===== config.mk =====
export PLATFORM = sky130hd
export DESIGN_NAME = nfa_ctrl
export DESIGN_NICKNAME = d
export VERILOG_FILES = /design/src/design/nfa_pkg.sv /design/src/design/nfa_ctrl.sv
export SDC_FILE = /design/constraint.sdc
export NUM_CORES = 1
export LEC_CHECK = 0
export BUFFER_PORTS_ARGS = -buffer_cell sky130_fd_sc_hd__buf_2
export CAP_MARGIN = 0
export CORE_UTILIZATION = 55
export CTS_CLUSTER_SIZE = 12
export DETAILED_ROUTE_END_ITERATION = 16
export PLACE_DENSITY = 0.83
export SLEW_MARGIN = 20
export SYNTH_ARGS = -nofsm -noshare
export SYNTH_HDL_FRONTEND = slang
export SYNTH_SLANG_ARGS = --single-unit

===== constraint.sdc =====
create_clock -name clk -period 5.19 [get_ports clk]
set_input_delay 0.519 -clock clk [delete_from_list [all_inputs] [get_ports clk]]
set_output_delay 0.519 -clock clk [all_outputs]
set_load 0.01 [all_outputs]

===== src/design/nfa_pkg.sv =====
// Shared types, constants and helpers for the NFA word acceptor.
// Used by nfa_ctrl and nfa_word_acceptor; depends on nothing else.
package nfa_pkg;

  // Automaton size and derived widths
  localparam int NUM_STATES = 16;
  localparam int STATE_W    = $clog2(NUM_STATES);
  localparam int SYM_W      = 8;
  localparam int SYM_COUNT  = 1 << SYM_W;
  localparam int ADDR_W     = STATE_W + SYM_W;
  localparam int MEM_DEPTH  = NUM_STATES * SYM_COUNT;
  localparam int SCAN_W     = $clog2(NUM_STATES + 1);

  // Field widths fixed by the item format
  localparam int FIELD_STATE_W = 4;
  localparam int SET_W         = 16;
  localparam int CFG_IDX_W     = 1;
  localparam int CFG_DATA_W    = 16;

  // Symbol that always counts as part of the alphabet
  localparam logic [SYM_W-1:0] LAMBDA_SYM = 8'h24;

  // Configuration register indexes
  localparam logic [CFG_IDX_W-1:0] REG_START_STATE = 1'b0;
  localparam logic [CFG_IDX_W-1:0] REG_FINAL_MASK  = 1'b1;

  typedef enum logic [1:0] {
    ACT_ADD_TRANS = 2'd0,
    ACT_ADD_SYM   = 2'd1,
    ACT_WORD_SYM  = 2'd2,
    ACT_EMPTY     = 2'd3
  } act_t;

  typedef enum logic [1:0] {
    VERDICT_ACCEPT  = 2'd0,
    VERDICT_NOFINAL = 2'd1,
    VERDICT_FOREIGN = 2'd2
  } verdict_t;

  typedef enum logic [2:0] {
    ST_CLEAR,
    ST_IDLE,
    ST_ADD_RD,
    ST_ADD_WR,
    ST_SCAN,
    ST_COMMIT,
    ST_EMIT
  } state_t;

  typedef struct packed {
    logic [1:0]               action;
    logic [FIELD_STATE_W-1:0] source_state;
    logic [SYM_W-1:0]         symbol;
    logic [FIELD_STATE_W-1:0] target_state;
    logic                     last;
  } in_item_t;

  typedef struct packed {
    logic [1:0]       verdict;
    logic [SET_W-1:0] end_states;
  } out_item_t;

  // Sequencer controls handed to the datapath
  typedef struct packed {
    state_t             state;
    logic               accept;
    logic [ADDR_W-1:0]  clr_addr;
    logic [STATE_W-1:0] rd_idx;
    logic               acc_en;
    logic [STATE_W-1:0] acc_idx;
    logic               emit;
    logic               last_q;
  } seq_t;

  // One-hot bit of a state index, empty when the index is out of range
  function automatic logic [NUM_STATES-1:0] state_bit(input logic [FIELD_STATE_W-1:0] idx);
    logic [NUM_STATES-1:0] res;
    res = '0;
    if (int'(idx) < NUM_STATES) begin
      res = NUM_STATES'(1) << idx;
    end
    return res;
  endfunction

endpackage


===== src/design/nfa_ctrl.sv =====
// Sequencer of the NFA word acceptor: table clearing sweep, transition
// read-modify-write and the per-state scan. Uses nfa_pkg.
module nfa_ctrl import nfa_pkg::*; (
  input  logic       clk,
  input  logic       rst,
  input  logic       item_valid,
  input  logic [1:0] action,
  input  logic       last,
  input  logic       out_busy,
  output logic       item_stall,
  output seq_t       seq
);

  state_t            state;
  state_t            state_next;
  logic [ADDR_W-1:0] clr_addr;
  logic [SCAN_W-1:0] scan_cnt;
  logic              last_q;
  logic              accept;

  assign accept = item_valid && (state == ST_IDLE);

  // Next state
  always_comb begin
    state_next = state;
    case (state)
      ST_CLEAR: begin
        if (clr_addr == ADDR_W'(MEM_DEPTH - 1)) begin
          state_next = ST_IDLE;
        end
      end
      ST_IDLE: begin
        if (accept) begin
          case (act_t'(action))
            ACT_ADD_TRANS: state_next = ST_ADD_RD;
            ACT_ADD_SYM:   state_next = ST_IDLE;
            ACT_WORD_SYM:  state_next = ST_SCAN;
            ACT_EMPTY:     state_next = ST_EMIT;
            default:       state_next = ST_IDLE;
          endcase
        end
      end
      ST_ADD_RD: state_next = ST_ADD_WR;
      ST_ADD_WR: state_next = ST_IDLE;
      ST_SCAN: begin
        if (scan_cnt == SCAN_W'(NUM_STATES)) begin
          state_next = ST_COMMIT;
        end
      end
      ST_COMMIT: state_next = last_q ? ST_EMIT : ST_IDLE;
      ST_EMIT: begin
        if (!out_busy) begin
          state_next = ST_IDLE;
        end
      end
      default: state_next = ST_IDLE;
    endcase
  end

  // Outputs
  always_comb begin
    item_stall   = (state != ST_IDLE);
    seq.state    = state;
    seq.accept   = accept;
    seq.clr_addr = clr_addr;
    seq.rd_idx   = scan_cnt[STATE_W-1:0];
    seq.acc_en   = (state == ST_SCAN) && (scan_cnt != '0);
    seq.acc_idx  = STATE_W'(scan_cnt - 1'b1);
    seq.emit     = (state == ST_EMIT) && !out_busy;
    seq.last_q   = last_q;
  end

  // State, sweep address and scan counter
  always_ff @(posedge clk) begin
    if (rst) begin
      state    <= ST_CLEAR;
      clr_addr <= '0;
      scan_cnt <= '0;
      last_q   <= 1'b0;
    end else begin
      state <= state_next;
      if (state == ST_CLEAR) begin
        clr_addr <= clr_addr + 1'b1;
      end
      if (accept) begin
        scan_cnt <= '0;
        last_q   <= last;
      end else if (state == ST_SCAN) begin
        scan_cnt <= scan_cnt + 1'b1;
      end
    end
  end

endmodule


==> results.cfg <==
[global_route]
grt_usage = 0.216
overflow = 0
grt_pass1_wl_mm = 4.30
grt_pass1_vias = 1015
grt_max_degree = 21
antenna_found_initial = 0

[synthesis]
yosysSeqAreaShare = 0.332
ys_top_cells_by_count = nor2_1, dfxtp_1, inv_1, nand2_1, ha_1
ys_ff_latch = 21
yosysTopAreaCell = dfxtp_1
synth_cell_types = 44
syn_area_per_cell_um2 = 8.51
synth.top_cells.by_area = dfxtp_1, ha_1, nor2_1
ys.flop_type = dfxtp_1
synth_top_area_frac = 0.332
syn_area_mm2 = 0.00127
synth-warning-count = 0
syn-num-nets = 164
synth_cells = 149
synth_enable_flop_cells = 0
synthArstFlopShare = 0
synth_most_common_cell = nor2_1

[drt]
wl_met2_mm = 1.30
drt_first_pass_iters = 6
drcViolationCount = 0
routed_wl_mm = 2.60
ant_nets = 0
wl_met1_mm = 1.19
top_layer = met4
wl_met3_um = 89
wl_per_cell_um = 12.9
vias = 1113
via_per_inst = 5.51
first_iter_violations = 17

[floorplan]
initial_core_util = 0.579
fp.coreArea_mm2 = 0.00219
die_w_um = 50.0
num_rows = 17
io_pins = 35
die_h_um = 50.0
die-area_mm2 = 0.00250

[sta]
tns_ns = 0
rsz0062_at_grt = false
max_freq_mhz = 445
worst_slew_pin_slew_ns = 0.497
slew_headroom = 0.666
period_share = 0.433
setup_viol = 0
skew_ns = 0.00680
period_minus_slack_ns = 2.25
slew_violations = 0
finalHoldViolations = 0

[clock_network]
cts_hold_buf = 0
cts_setup_buffers = 0
cts_buffer_depth = 2
cts_tree = done
clk_pin_slew_ns = 0.12
clk-insertion-delay-late_ns = 0.30
clock-sinks = 21
cts-root-buf = clkbuf_4
h-tree-depth = 1
postCtsResizedCells = 0
numCtsBuffers = 3

[setup_path]
worstPathArrival_ns = 1.73
crit_chain = nor3b_2 > o41a_1 > buf_2
reg2reg_from = state[2]$_SDFFE_PP0P_
worstSetupStartpointType = flop
reg2reg_slack_ns = 3.36
r2r-end = clr_addr[11]$_SDFFE_PP0P_
critPathRequiredTime_ns = 4.67
path_max_fanout = 14
slowest_stage = dfxtp_1
cp-end-kind = output port
r2r_cells = 4
max_stage_delay_ns = 0.58
worstSetupPathType = flop to output port

[power]
p_leak_nw = 0.613
power_density_mw_per_mm2 = 354
irDropWorstVdd_v = 0.000252

[cells_and_area]
synthToLayoutAreaGrowth_pct = 11.4
finalNetCount = 190
drive_gt1_frac = 0.259
insertedDiodeCount = 0
final_cell_area_mm2 = 0.00141
nFillCells = 184

[worst_hold_path]
hold_start = last
whs_path_depth = 3
hold_end = last_q$_SDFFE_PP0P_
hold_path.class = primary input to flop

[placed_design]
port_buffers = 34
placed_cell_area_mm2 = 0.00139
gp_congestion = 0.752
place_hpwl_mm = 1.94

[run]
maxCapViolations = 0

[run_status]
outcome = completed
[worst max-delay path, delay by kind of cell (launching register included)]
kind | cells | cell delay, ns
flip-flops | 1 | 0.58
AO/OA/AOI/OAI | 1 | 0.23
AND/OR/NAND/NOR | 1 | 0.50
buffers and inverters | 1 | 0.12
[how the worst max path moves through the flow]
stage	slack, ns	endpoint	start
floorplan	3.35	seq[6]	state[2]$_SDFFE_PP0P_
global placement	3.33	state[1]$_SDFFE_PP0P_	action[0]
detailed placement	3.29	seq[6]	state[2]$_SDFFE_PP0P_
CTS	2.95	seq[6]	state[2]$_SDFFE_PP0P_
global route	2.83	seq[6]	state[2]$_SDFFE_PP0P_
finish	2.94	seq[6]	state[2]$_SDFFE_PP0P_
[where the power goes]
group | total (mW) | internal (mW) | switching (mW) | leakage, nW
logic | 0.202 | 0.0897 | 0.112 | 0.428
registers | 0.219 | 0.181 | 0.0378 | 0.170
clock network | 0.0791 | 0.0299 | 0.0492 | 0.0150
[layer usage]
layer	track usage	vias up
li1	-	558
met3	0.0309	4
met5	0	-
met2	0.382	24
met1	0.272	527
met4	0.0429	0
[state kept, by name (all words and copies together), names as in the netlist]
| name | count |
|---|---|
| clr_addr | 12 |
| last_q | 1 |
| scan_cnt | 5 |
| state | 3 |
[cells in the final DEF (no fill, tap or decap), types with 2 or more instances in the layout]
master,n
buf_2,34
nor2_1,22
dfxtp_1,21
inv_1,10
nand2_1,10
ha_1,8
xor2_1,7
xnor2_1,7
a21oi_1,6
nor3_1,5
nand4_1,4
nand3_1,3
nor4_1,3
clkbuf_4,3
nor4b_1,2
nand2b_1,2
o21ai_0,2
[per-stage QoR]
step | power (mW) | setup WS (ns) | utilization | std cells | hold WS (ns)
after CTS | 0.500 | 2.95 | 0.644 | 202 | 0.453
after global placement | 0.412 | 3.33 | 0.632 | 198 | 0.490
after detailed placement | 0.422 | 3.29 | 0.632 | 198 | 0.505
after global routing | 0.530 | 2.83 | 0.644 | 202 | 0.470
after floorplan | 0.371 | 3.35 | - | 149 | 0.475
final | 0.499 | 2.94 | 0.644 | 202 | 0.455
[area by class of cell]
type | count | area, um^2 | share of cell area
Sequential cell | 21 | 420 | 0.298
Timing Repair Buffer | 34 | 170 | 0.121
Inverter | 10 | 37.5 | 0.0266
Tap cell | 28 | 35.0 | 0.0248
Clock buffer | 4 | 26.3 | 0.0186
Multi-Input combinational cell | 105 | 722 | 0.512
[cells by family after synthesis]
| kind of cell | Yosys count | share of synthesized area |
|---|---|---|
| xor+xnor | 14 | 0.0967 |
| buf+inv | 23 | 0.0987 |
| simple gates | 63 | 0.275 |
| mux | 2 | 0.0168 |
| fa+ha+maj | 8 | 0.0790 |
| compound gates | 18 | 0.102 |
| flops | 21 | 0.332 |
No activity file was read; power rests on OpenSTA's default activity.
